<file path="src/hdl/cmrr_pkg.sv">
// ----------------------------------------------------------------------------
// cmrr_pkg
// Shared types and codes of the CAN message rule router: item commands,
// result kinds, the stored rule layout and the controller/datapath links.
// ----------------------------------------------------------------------------
package cmrr_pkg;

  // item commands
  localparam logic [1:0] CMD_CLEAR = 2'd0;
  localparam logic [1:0] CMD_ADD   = 2'd1;
  localparam logic [1:0] CMD_ROUTE = 2'd2;

  // result kinds
  localparam logic [1:0] KIND_ACTION  = 2'd0;
  localparam logic [1:0] KIND_SUMMARY = 2'd1;
  localparam logic [1:0] KIND_STATUS  = 2'd2;

  // command status codes
  localparam logic STATUS_OK   = 1'b0;
  localparam logic STATUS_FULL = 1'b1;

  // configuration register indexes
  localparam logic CFG_HOST_BUS     = 1'b0;
  localparam logic CFG_WILDCARD_BUS = 1'b1;

  // configuration reset values
  localparam logic [3:0] HOST_BUS_RESET     = 4'd6;
  localparam logic [3:0] WILDCARD_BUS_RESET = 4'd15;

  // one stored rule
  typedef struct packed {
    logic        to_isotp;
    logic        to_host;
    logic [3:0]  dst_bus;
    logic [3:0]  src_bus;
    logic [31:0] id_mask;
    logic [31:0] id_value;
  } rule_t;

  // controller to datapath commands
  typedef struct packed {
    logic table_clear;
    logic table_add;
    logic latch_msg;
    logic walk_step;
    logic load_action;
    logic load_summary;
    logic load_status;
  } ctrl_cmd_t;

  // datapath to controller status
  typedef struct packed {
    logic rule_hit;
    logic walk_end;
    logic table_empty;
    logic out_free;
  } dp_status_t;

endpackage

</file>
<file path="src/hdl/cmrr_ram.sv">
// ----------------------------------------------------------------------------
// cmrr_ram
// Generic single write port, single read port RAM with registered read data.
// ----------------------------------------------------------------------------
module cmrr_ram #(
  parameter int WIDTH = 8,
  parameter int DEPTH = 16
) (
  input  logic                                     clk_i,
  input  logic                                     we_i,
  input  logic [((DEPTH > 1) ? $clog2(DEPTH) : 1)-1:0] waddr_i,
  input  logic [WIDTH-1:0]                         wdata_i,
  input  logic [((DEPTH > 1) ? $clog2(DEPTH) : 1)-1:0] raddr_i,
  output logic [WIDTH-1:0]                         rdata_o
);

  logic [WIDTH-1:0] mem_q [DEPTH];
  logic [WIDTH-1:0] rdata_q;

  // write port
  always_ff @(posedge clk_i) begin
    if (we_i) begin
      mem_q[waddr_i] <= wdata_i;
    end
  end

  // registered read port
  always_ff @(posedge clk_i) begin
    rdata_q <= mem_q[raddr_i];
  end

  assign rdata_o = rdata_q;

endmodule

</file>
<file path="src/hdl/cmrr_ctrl.sv">
// ----------------------------------------------------------------------------
// cmrr_ctrl
// Controller of the rule router: takes items, sequences the rule walk and
// schedules action, summary and status results into the output register.
// ----------------------------------------------------------------------------
module cmrr_ctrl (
  input  logic                  clk_i,
  input  logic                  rst_ni,
  input  logic                  in_valid_i,
  output logic                  in_stall_o,
  input  logic [1:0]            command_i,
  input  cmrr_pkg::dp_status_t  status_i,
  output cmrr_pkg::ctrl_cmd_t   cmd_o
);

  typedef enum logic [1:0] {
    S_IDLE,
    S_WALK,
    S_SUMMARY,
    S_STATUS
  } state_e;

  state_e state_q, state_d;

  // items are taken only between walks
  assign in_stall_o = (state_q != S_IDLE);

  // next state and commands
  always_comb begin
    state_d = state_q;
    cmd_o   = '0;
    unique case (state_q)
      S_IDLE: begin
        if (in_valid_i) begin
          unique case (command_i)
            cmrr_pkg::CMD_CLEAR: begin
              cmd_o.table_clear = 1'b1;
              state_d           = S_STATUS;
            end
            cmrr_pkg::CMD_ADD: begin
              cmd_o.table_add = 1'b1;
              state_d         = S_STATUS;
            end
            cmrr_pkg::CMD_ROUTE: begin
              cmd_o.latch_msg = 1'b1;
              state_d         = status_i.table_empty ? S_SUMMARY : S_WALK;
            end
            default: begin
              // unused command: dropped without a result
              state_d = S_IDLE;
            end
          endcase
        end
      end
      S_WALK: begin
        // a hit waits for room in the output register, a miss moves on
        if (!status_i.rule_hit || status_i.out_free) begin
          cmd_o.load_action = status_i.rule_hit;
          if (status_i.walk_end) begin
            state_d = S_SUMMARY;
          end else begin
            cmd_o.walk_step = 1'b1;
          end
        end
      end
      S_SUMMARY: begin
        if (status_i.out_free) begin
          cmd_o.load_summary = 1'b1;
          state_d            = S_IDLE;
        end
      end
      S_STATUS: begin
        if (status_i.out_free) begin
          cmd_o.load_status = 1'b1;
          state_d           = S_IDLE;
        end
      end
      default: state_d = S_IDLE;
    endcase
  end

  // state register
  always_ff @(posedge clk_i or negedge rst_ni) begin
    if (!rst_ni) begin
      state_q <= S_IDLE;
    end else begin
      state_q <= state_d;
    end
  end

endmodule

</file>
<file path="src/hdl/cmrr_dp.sv">
// ----------------------------------------------------------------------------
// cmrr_dp
// Datapath of the rule router: configuration registers, rule table and fill
// count, walk index, rule match logic, traffic counters and output register.
// ----------------------------------------------------------------------------
module cmrr_dp #(
  parameter int MAX_RULES = 16
) (
  input  logic                 clk_i,
  input  logic                 rst_ni,
  // configuration
  input  logic                 cfg_we_i,
  input  logic                 cfg_index_i,
  input  logic [3:0]           cfg_data_i,
  // input item fields
  input  logic [3:0]           bus_i,
  input  logic [31:0]          id_value_i,
  input  logic [31:0]          id_mask_i,
  input  logic [3:0]           dst_bus_i,
  input  logic                 to_host_i,
  input  logic                 to_isotp_i,
  input  logic                 is_can_i,
  // control
  input  cmrr_pkg::ctrl_cmd_t  cmd_i,
  output cmrr_pkg::dp_status_t status_o,
  // result channel
  output logic                 out_valid_o,
  input  logic                 out_stall_i,
  output logic [1:0]           kind_o,
  output logic [3:0]           rule_index_o,
  output logic [3:0]           out_bus_o,
  output logic                 send_on_bus_o,
  output logic                 send_to_host_o,
  output logic                 send_to_isotp_o,
  output logic                 dispatched_o,
  output logic                 result_status_o,
  output logic [31:0]          routed_count_o,
  output logic [31:0]          dropped_count_o,
  output logic                 last_o
);

  localparam int AddrW  = (MAX_RULES > 1) ? $clog2(MAX_RULES) : 1;
  localparam int CountW = $clog2(MAX_RULES + 1);
  localparam int RuleW  = $bits(cmrr_pkg::rule_t);

  logic [3:0]        host_bus_q;
  logic [3:0]        wild_bus_q;
  logic [CountW-1:0] count_q;
  logic [AddrW-1:0]  idx_q;
  logic [AddrW-1:0]  idx_d;
  logic [AddrW-1:0]  raddr;
  logic [3:0]        msg_bus_q;
  logic [31:0]       msg_id_q;
  logic              msg_can_q;
  logic              disp_q;
  logic              cmd_status_q;
  logic [31:0]       routed_q;
  logic [31:0]       dropped_q;
  logic [31:0]       routed_d;
  logic [31:0]       dropped_d;
  logic              table_full;
  cmrr_pkg::rule_t   wr_rule;
  cmrr_pkg::rule_t   rd_rule;
  logic [RuleW-1:0]  rd_data;
  logic              src_ok;
  logic              id_ok;
  logic              on_bus;

  // output register
  logic              out_valid_q;
  logic [1:0]        kind_q;
  logic [3:0]        rule_index_q;
  logic [3:0]        out_bus_q;
  logic              send_on_bus_q;
  logic              send_to_host_q;
  logic              send_to_isotp_q;
  logic              dispatched_q;
  logic              status_q;
  logic [31:0]       routed_count_q;
  logic [31:0]       dropped_count_q;
  logic              last_q;
  logic              out_load;

  // configuration registers
  always_ff @(posedge clk_i or negedge rst_ni) begin
    if (!rst_ni) begin
      host_bus_q <= cmrr_pkg::HOST_BUS_RESET;
      wild_bus_q <= cmrr_pkg::WILDCARD_BUS_RESET;
    end else if (cfg_we_i) begin
      unique case (cfg_index_i)
        cmrr_pkg::CFG_HOST_BUS:     host_bus_q <= cfg_data_i;
        cmrr_pkg::CFG_WILDCARD_BUS: wild_bus_q <= cfg_data_i;
        default:                    host_bus_q <= host_bus_q;
      endcase
    end
  end

  // rule table
  assign table_full       = (count_q >= CountW'(MAX_RULES));
  assign wr_rule.to_isotp = to_isotp_i;
  assign wr_rule.to_host  = to_host_i;
  assign wr_rule.dst_bus  = dst_bus_i;
  assign wr_rule.src_bus  = bus_i;
  assign wr_rule.id_mask  = id_mask_i;
  assign wr_rule.id_value = id_value_i;

  cmrr_ram #(
    .WIDTH (RuleW),
    .DEPTH (MAX_RULES)
  ) u_table (
    .clk_i   (clk_i),
    .we_i    (cmd_i.table_add && !table_full),
    .waddr_i (count_q[AddrW-1:0]),
    .wdata_i (wr_rule),
    .raddr_i (raddr),
    .rdata_o (rd_data)
  );

  assign rd_rule = cmrr_pkg::rule_t'(rd_data);

  // walk index and table read address
  always_comb begin
    priority if (cmd_i.latch_msg) begin
      idx_d = '0;
    end else if (cmd_i.walk_step) begin
      idx_d = idx_q + AddrW'(1);
    end else begin
      idx_d = idx_q;
    end
  end
  assign raddr = idx_d;

  // fill count, walk index, command status
  always_ff @(posedge clk_i or negedge rst_ni) begin
    if (!rst_ni) begin
      count_q      <= '0;
      idx_q        <= '0;
      cmd_status_q <= cmrr_pkg::STATUS_OK;
    end else begin
      idx_q <= idx_d;
      if (cmd_i.table_clear) begin
        count_q      <= '0;
        cmd_status_q <= cmrr_pkg::STATUS_OK;
      end else if (cmd_i.table_add) begin
        if (table_full) begin
          cmd_status_q <= cmrr_pkg::STATUS_FULL;
        end else begin
          count_q      <= count_q + CountW'(1);
          cmd_status_q <= cmrr_pkg::STATUS_OK;
        end
      end
    end
  end

  // message held for the walk
  always_ff @(posedge clk_i) begin
    if (cmd_i.latch_msg) begin
      msg_bus_q <= bus_i;
      msg_id_q  <= id_value_i;
      msg_can_q <= is_can_i;
    end
  end

  // rule match against the held message
  assign src_ok = (rd_rule.src_bus == wild_bus_q) || (rd_rule.src_bus == msg_bus_q);
  assign id_ok  = (rd_rule.id_mask == '0) || !msg_can_q ||
                  ((msg_id_q & rd_rule.id_mask) == rd_rule.id_value);
  assign on_bus = (rd_rule.dst_bus < host_bus_q);

  // dispatched flag and traffic counters
  assign routed_d  = disp_q ? routed_q + 32'd1 : routed_q;
  assign dropped_d = disp_q ? dropped_q : dropped_q + 32'd1;

  always_ff @(posedge clk_i or negedge rst_ni) begin
    if (!rst_ni) begin
      disp_q    <= 1'b0;
      routed_q  <= '0;
      dropped_q <= '0;
    end else begin
      if (cmd_i.latch_msg) begin
        disp_q <= 1'b0;
      end else if (cmd_i.load_action) begin
        disp_q <= 1'b1;
      end
      if (cmd_i.load_summary) begin
        routed_q  <= routed_d;
        dropped_q <= dropped_d;
      end
    end
  end

  // status to the controller
  assign status_o.rule_hit    = src_ok && id_ok;
  assign status_o.walk_end    = ((CountW'(idx_q) + CountW'(1)) == count_q);
  assign status_o.table_empty = (count_q == '0);
  assign status_o.out_free    = !out_valid_q || !out_stall_i;

  // output register valid
  assign out_load = cmd_i.load_action || cmd_i.load_summary || cmd_i.load_status;

  always_ff @(posedge clk_i or negedge rst_ni) begin
    if (!rst_ni) begin
      out_valid_q <= 1'b0;
    end else if (out_load) begin
      out_valid_q <= 1'b1;
    end else if (!out_stall_i) begin
      out_valid_q <= 1'b0;
    end
  end

  // output register payload
  always_ff @(posedge clk_i) begin
    if (out_load) begin
      kind_q          <= cmrr_pkg::KIND_STATUS;
      rule_index_q    <= '0;
      out_bus_q       <= '0;
      send_on_bus_q   <= 1'b0;
      send_to_host_q  <= 1'b0;
      send_to_isotp_q <= 1'b0;
      dispatched_q    <= 1'b0;
      status_q        <= cmrr_pkg::STATUS_OK;
      routed_count_q  <= '0;
      dropped_count_q <= '0;
      last_q          <= 1'b1;
      priority if (cmd_i.load_action) begin
        kind_q          <= cmrr_pkg::KIND_ACTION;
        rule_index_q    <= 4'(idx_q);
        out_bus_q       <= on_bus ? rd_rule.dst_bus : 4'd0;
        send_on_bus_q   <= on_bus;
        send_to_host_q  <= rd_rule.to_host;
        send_to_isotp_q <= rd_rule.to_isotp;
        last_q          <= 1'b0;
      end else if (cmd_i.load_summary) begin
        kind_q          <= cmrr_pkg::KIND_SUMMARY;
        dispatched_q    <= disp_q;
        routed_count_q  <= routed_d;
        dropped_count_q <= dropped_d;
      end else begin
        status_q        <= cmd_status_q;
      end
    end
  end

  assign out_valid_o     = out_valid_q;
  assign kind_o          = kind_q;
  assign rule_index_o    = rule_index_q;
  assign out_bus_o       = out_bus_q;
  assign send_on_bus_o   = send_on_bus_q;
  assign send_to_host_o  = send_to_host_q;
  assign send_to_isotp_o = send_to_isotp_q;
  assign dispatched_o    = dispatched_q;
  assign result_status_o = status_q;
  assign routed_count_o  = routed_count_q;
  assign dropped_count_o = dropped_count_q;
  assign last_o          = last_q;

endmodule

</file>
<file path="src/hdl/can_message_rule_router.sv">
// ----------------------------------------------------------------------------
// can_message_rule_router
// Routing rule table for CAN messages: clear, add and route items; route
// walks the stored rules in order, giving one action per matching rule and
// a closing summary with the routed and dropped counters.
// ----------------------------------------------------------------------------
//  channel   direction  handshake                 payload
//  in        input      in_valid_i / in_stall_o    command, bus, id, mask, rule fields
//  out       output     out_valid_o / out_stall_i  one result item per transfer
//  cfg       input      cfg_we_i                   cfg_index_i, cfg_data_i
//
//  clear and add: the item is taken, then it gets a status result
//  route: the item is taken, then one walk step per stored rule (one table read
//  each; a hit waits for room in the output register), then the summary, also for an empty table
//  a new item is taken once the previous item's last result is in the output
//  register; a stalled output holds the walk at the next matching rule
//  reset clears the table fill count and counters and sets the configuration to its reset values at once
// ----------------------------------------------------------------------------
module can_message_rule_router #(
  parameter int MAX_RULES = 16
) (
  input  logic        clk_i,
  input  logic        rst_ni,
  // configuration
  input  logic        cfg_we_i,
  input  logic        cfg_index_i,
  input  logic [3:0]  cfg_data_i,
  // input items
  input  logic        in_valid_i,
  output logic        in_stall_o,
  input  logic [1:0]  command_i,
  input  logic [3:0]  bus_i,
  input  logic [31:0] id_value_i,
  input  logic [31:0] id_mask_i,
  input  logic [3:0]  dst_bus_i,
  input  logic        to_host_i,
  input  logic        to_isotp_i,
  input  logic        is_can_i,
  // result items
  output logic        out_valid_o,
  input  logic        out_stall_i,
  output logic [1:0]  kind_o,
  output logic [3:0]  rule_index_o,
  output logic [3:0]  out_bus_o,
  output logic        send_on_bus_o,
  output logic        send_to_host_o,
  output logic        send_to_isotp_o,
  output logic        dispatched_o,
  output logic        status_o,
  output logic [31:0] routed_count_o,
  output logic [31:0] dropped_count_o,
  output logic        last_o
);

  cmrr_pkg::ctrl_cmd_t  cmd;
  cmrr_pkg::dp_status_t dp_status;

  // controller
  cmrr_ctrl u_ctrl (
    .clk_i      (clk_i),
    .rst_ni     (rst_ni),
    .in_valid_i (in_valid_i),
    .in_stall_o (in_stall_o),
    .command_i  (command_i),
    .status_i   (dp_status),
    .cmd_o      (cmd)
  );

  // datapath
  cmrr_dp #(
    .MAX_RULES (MAX_RULES)
  ) u_dp (
    .clk_i           (clk_i),
    .rst_ni          (rst_ni),
    .cfg_we_i        (cfg_we_i),
    .cfg_index_i     (cfg_index_i),
    .cfg_data_i      (cfg_data_i),
    .bus_i           (bus_i),
    .id_value_i      (id_value_i),
    .id_mask_i       (id_mask_i),
    .dst_bus_i       (dst_bus_i),
    .to_host_i       (to_host_i),
    .to_isotp_i      (to_isotp_i),
    .is_can_i        (is_can_i),
    .cmd_i           (cmd),
    .status_o        (dp_status),
    .out_valid_o     (out_valid_o),
    .out_stall_i     (out_stall_i),
    .kind_o          (kind_o),
    .rule_index_o    (rule_index_o),
    .out_bus_o       (out_bus_o),
    .send_on_bus_o   (send_on_bus_o),
    .send_to_host_o  (send_to_host_o),
    .send_to_isotp_o (send_to_isotp_o),
    .dispatched_o    (dispatched_o),
    .result_status_o (status_o),
    .routed_count_o  (routed_count_o),
    .dropped_count_o (dropped_count_o),
    .last_o          (last_o)
  );

endmodule

</file>
<file path="config.mk">
export PLATFORM = sky130hd
export DESIGN_NAME = can_message_rule_router
export DESIGN_NICKNAME = d
export VERILOG_FILES = /design/src/hdl/cmrr_pkg.sv /design/src/hdl/cmrr_ram.sv /design/src/hdl/cmrr_ctrl.sv /design/src/hdl/cmrr_dp.sv /design/src/hdl/can_message_rule_router.sv
export SDC_FILE = /design/constraint.sdc
export NUM_CORES = 2
export LEC_CHECK = 0
export ABC_CLOCK_PERIOD_IN_PS = 7500
export BUFFER_PORTS_ARGS = -buffer_cell sky130_fd_sc_hd__buf_2
export CAP_MARGIN = 20
export CORE_MARGIN = 2
export CORE_UTILIZATION = 50
export DETAILED_ROUTE_END_ITERATION = 8
export PLACE_DENSITY = 0.78
export REMOVE_ABC_BUFFERS = 1
export SETUP_SLACK_MARGIN = 0.3
export SYNTH_ARGS = -nofsm -noshare
export SYNTH_HDL_FRONTEND = slang
export SYNTH_HIERARCHICAL = 1
export SYNTH_SLANG_ARGS = --single-unit
</file>
<file path="constraint.sdc">
create_clock -name clk_i -period 7.5 [get_ports clk_i]
set_input_delay 1.125 -clock clk_i [delete_from_list [all_inputs] [get_ports clk_i]]
set_output_delay 1.125 -clock clk_i [all_outputs]
set_load 0.03 [all_outputs]
</file>
==> summary.txt <==
Status - complete, no violations
Final count of hold timing violations - 0
Clk pin slew, worst setup/hold paths - 60 ps
Leak Pwr - 0.0206 uW
Post-cts hold buffer count - 0
Cell area after synthesis - 55500 sq um
Final Net Count - 3071
Congestion Overflow GR - 0
Peak supply drop - 0.648 mV
Maximum buffer depth of the clock tree - 3
Data required time at the worst endpoint - 8110 ps
Core box area - 110000 sq um
Mean cell area of the mapped netlist - 20.2 sq um
Maximum Capacitance Violations - 0
DRC violation total after the first TritonRoute iteration - 3061
Vias - 27817
DRT Pass-1 Iters - 6
Die area - 114000 sq um
Capturing point of the worst reg2reg path - u_dp/u_table/rdata_o[2]
Post-synth ARST share - 5.89%
Layout overhead on the synthesized area - 13.6%
Root cell of the clock tree - sky130_fd_sc_hd__clkbuf_16
Data arrival time of the critical path - 5740 ps
Worst setup skew after layout - 51.1 ps
Worst setup slack after layout - 2370 ps
Maximum fanout along the worst path - 110
Antenna violations before repair - 25
Fraction of final layout cells sized beyond drive strength 1 - 25.4%
Total routed wirelength - 124000 um
Pin count of the biggest net entering global routing - 111
Launching element of the worst setup path - u_dp/u_table/rdata_o[55]
Final critical-path share of the clock period - 68.3%
Leading cell type in the layout, fill and taps excluded - sky130_fd_sc_hd__edfxtp_1
CTS tree - yes
Cell count after synthesis - 2745
Grt met3 use - 5.32%
I/O pin total - 169
Final max-slew violation count - 0
Num CTS Buffers - 145
Layer with the highest usage - met2
Routed wire per std cell - 27.1 um
Time the worst path needs with I/O delays and setup - 5130 ps
Worst setup path endpoint - u_dp/u_table/rdata_o[2]
Initial cell density of the core - 50.3%
Post-synth EDFFs - 1301
Worst-Skew Late Latency - 760 ps
Synthesis-stage register bit count - 1461
Type of the tightest min-delay check - input pin to asynchronous set/reset pin
Routed vias/inst - 6.06
Total chip power - 25100 uW
Maximum operating frequency - 195 MHz
Vias in the first global route - 27894
CP endpoint kind - flip-flop
Met2 routing resource usage after global routing - 35.5%
Final antenna-violating net count - 0
Number of warnings issued by yosys - 6
Number of standard-cell rows in the floorplan - 122
Cell variety after synth - 70
Sink count of the clock tree - 1461
Worst slack at placement - 2510 ps
GPL Wtd Cong - 0.810
Unrepaired setup endpoints after global routing - no
FF-to-FF setup slack - 2370 ps
Count of instances resized after the clock tree is built - 0
Leading cell types in the layout, fill and taps excluded - sky130_fd_sc_hd__edfxtp_1, sky130_fd_sc_hd__mux4_2, sky130_fd_sc_hd__buf_2, sky130_fd_sc_hd__a22oi_1, sky130_fd_sc_hd__clkbuf_16
Launch point of the worst reg-to-reg path - u_dp/u_table/rdata_o[55]
Leading register cell type out of synthesis - sky130_fd_sc_hd__edfxtp_1
Transition time at the pin with the least slew margin - 1040 ps
# port buffers - 168
Overall die width - 337 um
H-tree level count - 4
Total half-perimeter wirelength after legalization and detailed placement - 63700 um
Power density cells - 398 nW/um^2
Final-report setup violation count - 0
Remaining max-slew budget at the tightest pin - 30.9%
Postcts setup bufs - 0
Grt met1 use - 30.0%
Combined global-route utilization of all metal layers - 22.1%
Type of the worst setup path - flip-flop to flip-flop
Global-route wire length before repair - 184000 um
Number of design rule violations left after detail routing - 0
Worst reg-to-reg path cell count - 13
CP startpoint kind - flip-flop
Part of the Yosys area used for sequential elements - 76.9%
Die Height - 337 um
## critical path, stage by stage, from the launching register on
cell	delay (ps)
sky130_fd_sc_hd__dfxtp_1	520
sky130_fd_sc_hd__a21boi_0	180
sky130_fd_sc_hd__a211oi_1	480
sky130_fd_sc_hd__nand4_1	200
sky130_fd_sc_hd__nor4_1	380
sky130_fd_sc_hd__a2bb2oi_1	570
sky130_fd_sc_hd__nor2b_1	280
sky130_fd_sc_hd__nor4_2	100
sky130_fd_sc_hd__xnor2_1	220
sky130_fd_sc_hd__nor2_4	300
sky130_fd_sc_hd__buf_12	650
sky130_fd_sc_hd__mux4_2	600
sky130_fd_sc_hd__a22oi_1	230
sky130_fd_sc_hd__nand2_1	110
## routing by layer
metal | vias to the layer above | share of wire [%]
met5 | - | 0.16
met4 | 34 | 2.9
met3 | 276 | 9.5
met2 | 1390 | 49
met1 | 14481 | 39
li1 | 11636 | -
## registers in the layout, summed over array words and instances (netlist names), 5 cells and up
| name | cells |
|---|---|
| u_dp/dropped_q | 32 |
| u_dp/u_table/mem_q | 1184 |
| u_dp/msg_id_q | 32 |
| u_dp/routed_count_o | 32 |
| u_dp/u_table/rdata_o | 74 |
| u_dp/count_q | 5 |
| u_dp/routed_q | 32 |
| u_dp/dropped_count_o | 32 |
## layout make-up
cell class	count	area (sq um)
multi-input combinational	1139	12200
sequential	1461	42700
timing repair buffer	217	1440
tap	1488	1860
clock inverter	75	910
inverter	12	45.0
clock buffer	190	3850
antenna	6	15.0
fill	7804	47300
## where the power goes
part	internal [uW]	switching, uW	total, uW
sequential	9490	409	9900
clock	4070	3120	7190
combinational	3740	4260	8000
## stage by stage
step | util [%] | area [sq um] | std cells | TNS, ps | hold WS, ps
final | 57.2 | 63100 | 4588 | 0 | 249
after global routing | 57.1 | 63100 | 4584 | 0 | 227
after CTS | 57.1 | 63000 | 4581 | 0 | 201
after detailed placement | 52.8 | 58300 | 4316 | 0 | 468
after global placement | 52.8 | 58300 | 4315 | 0 | 467
after floorplan | - | 54800 | 2612 | -1463170 | 450
## kinds of logic after synthesis
family | Yosys count | synth area share [%]
XOR/XNOR | 130 | 2.05
adder cells (fa/ha/maj) | 8 | 0.180
flip-flops | 1461 | 76.9
buffers and inverters | 145 | 1.36
multiplexers | 307 | 12.2
AO/OA/AOI/OAI | 238 | 3.06
AND/OR/NAND/NOR | 456 | 4.24
## how the worst min path moves through the flow
stage,slack (ps),depth (start not counted),to
2_1_floorplan,450,1,u_dp/dropped_q[31]
3_3_place_gp,470,1,u_dp/dropped_q[31]
3_5_place_dp,470,1,u_dp/dropped_q[31]
4_1_cts,200,1,u_dp/dropped_q[24]
5_1_grt,230,1,u_dp/dropped_q[25]
6_report,250,1,u_dp/dropped_q[24]
## synth_stat cells (all sizes together), types with 11 or more instances
master     n  area, sq um
edfxtp  1301        39100
mux4     296         6670
a22oi    148         1110
nand2    137          532
nor2     115          439
dfrtp     80         2000
buf       75          488
dfxtp     74         1480
xnor2     74          648
clkbuf    58          220
xor2      56          490
nand4     37          244
nand3     33          170
a21oi     28          140
and3      27          169
and2      21          131
nor3      19          134
nor4      15          121
o21ai     14         70.1
inv       11         41.3
or3       11         73.8
(Power assumes the default switching activity.)
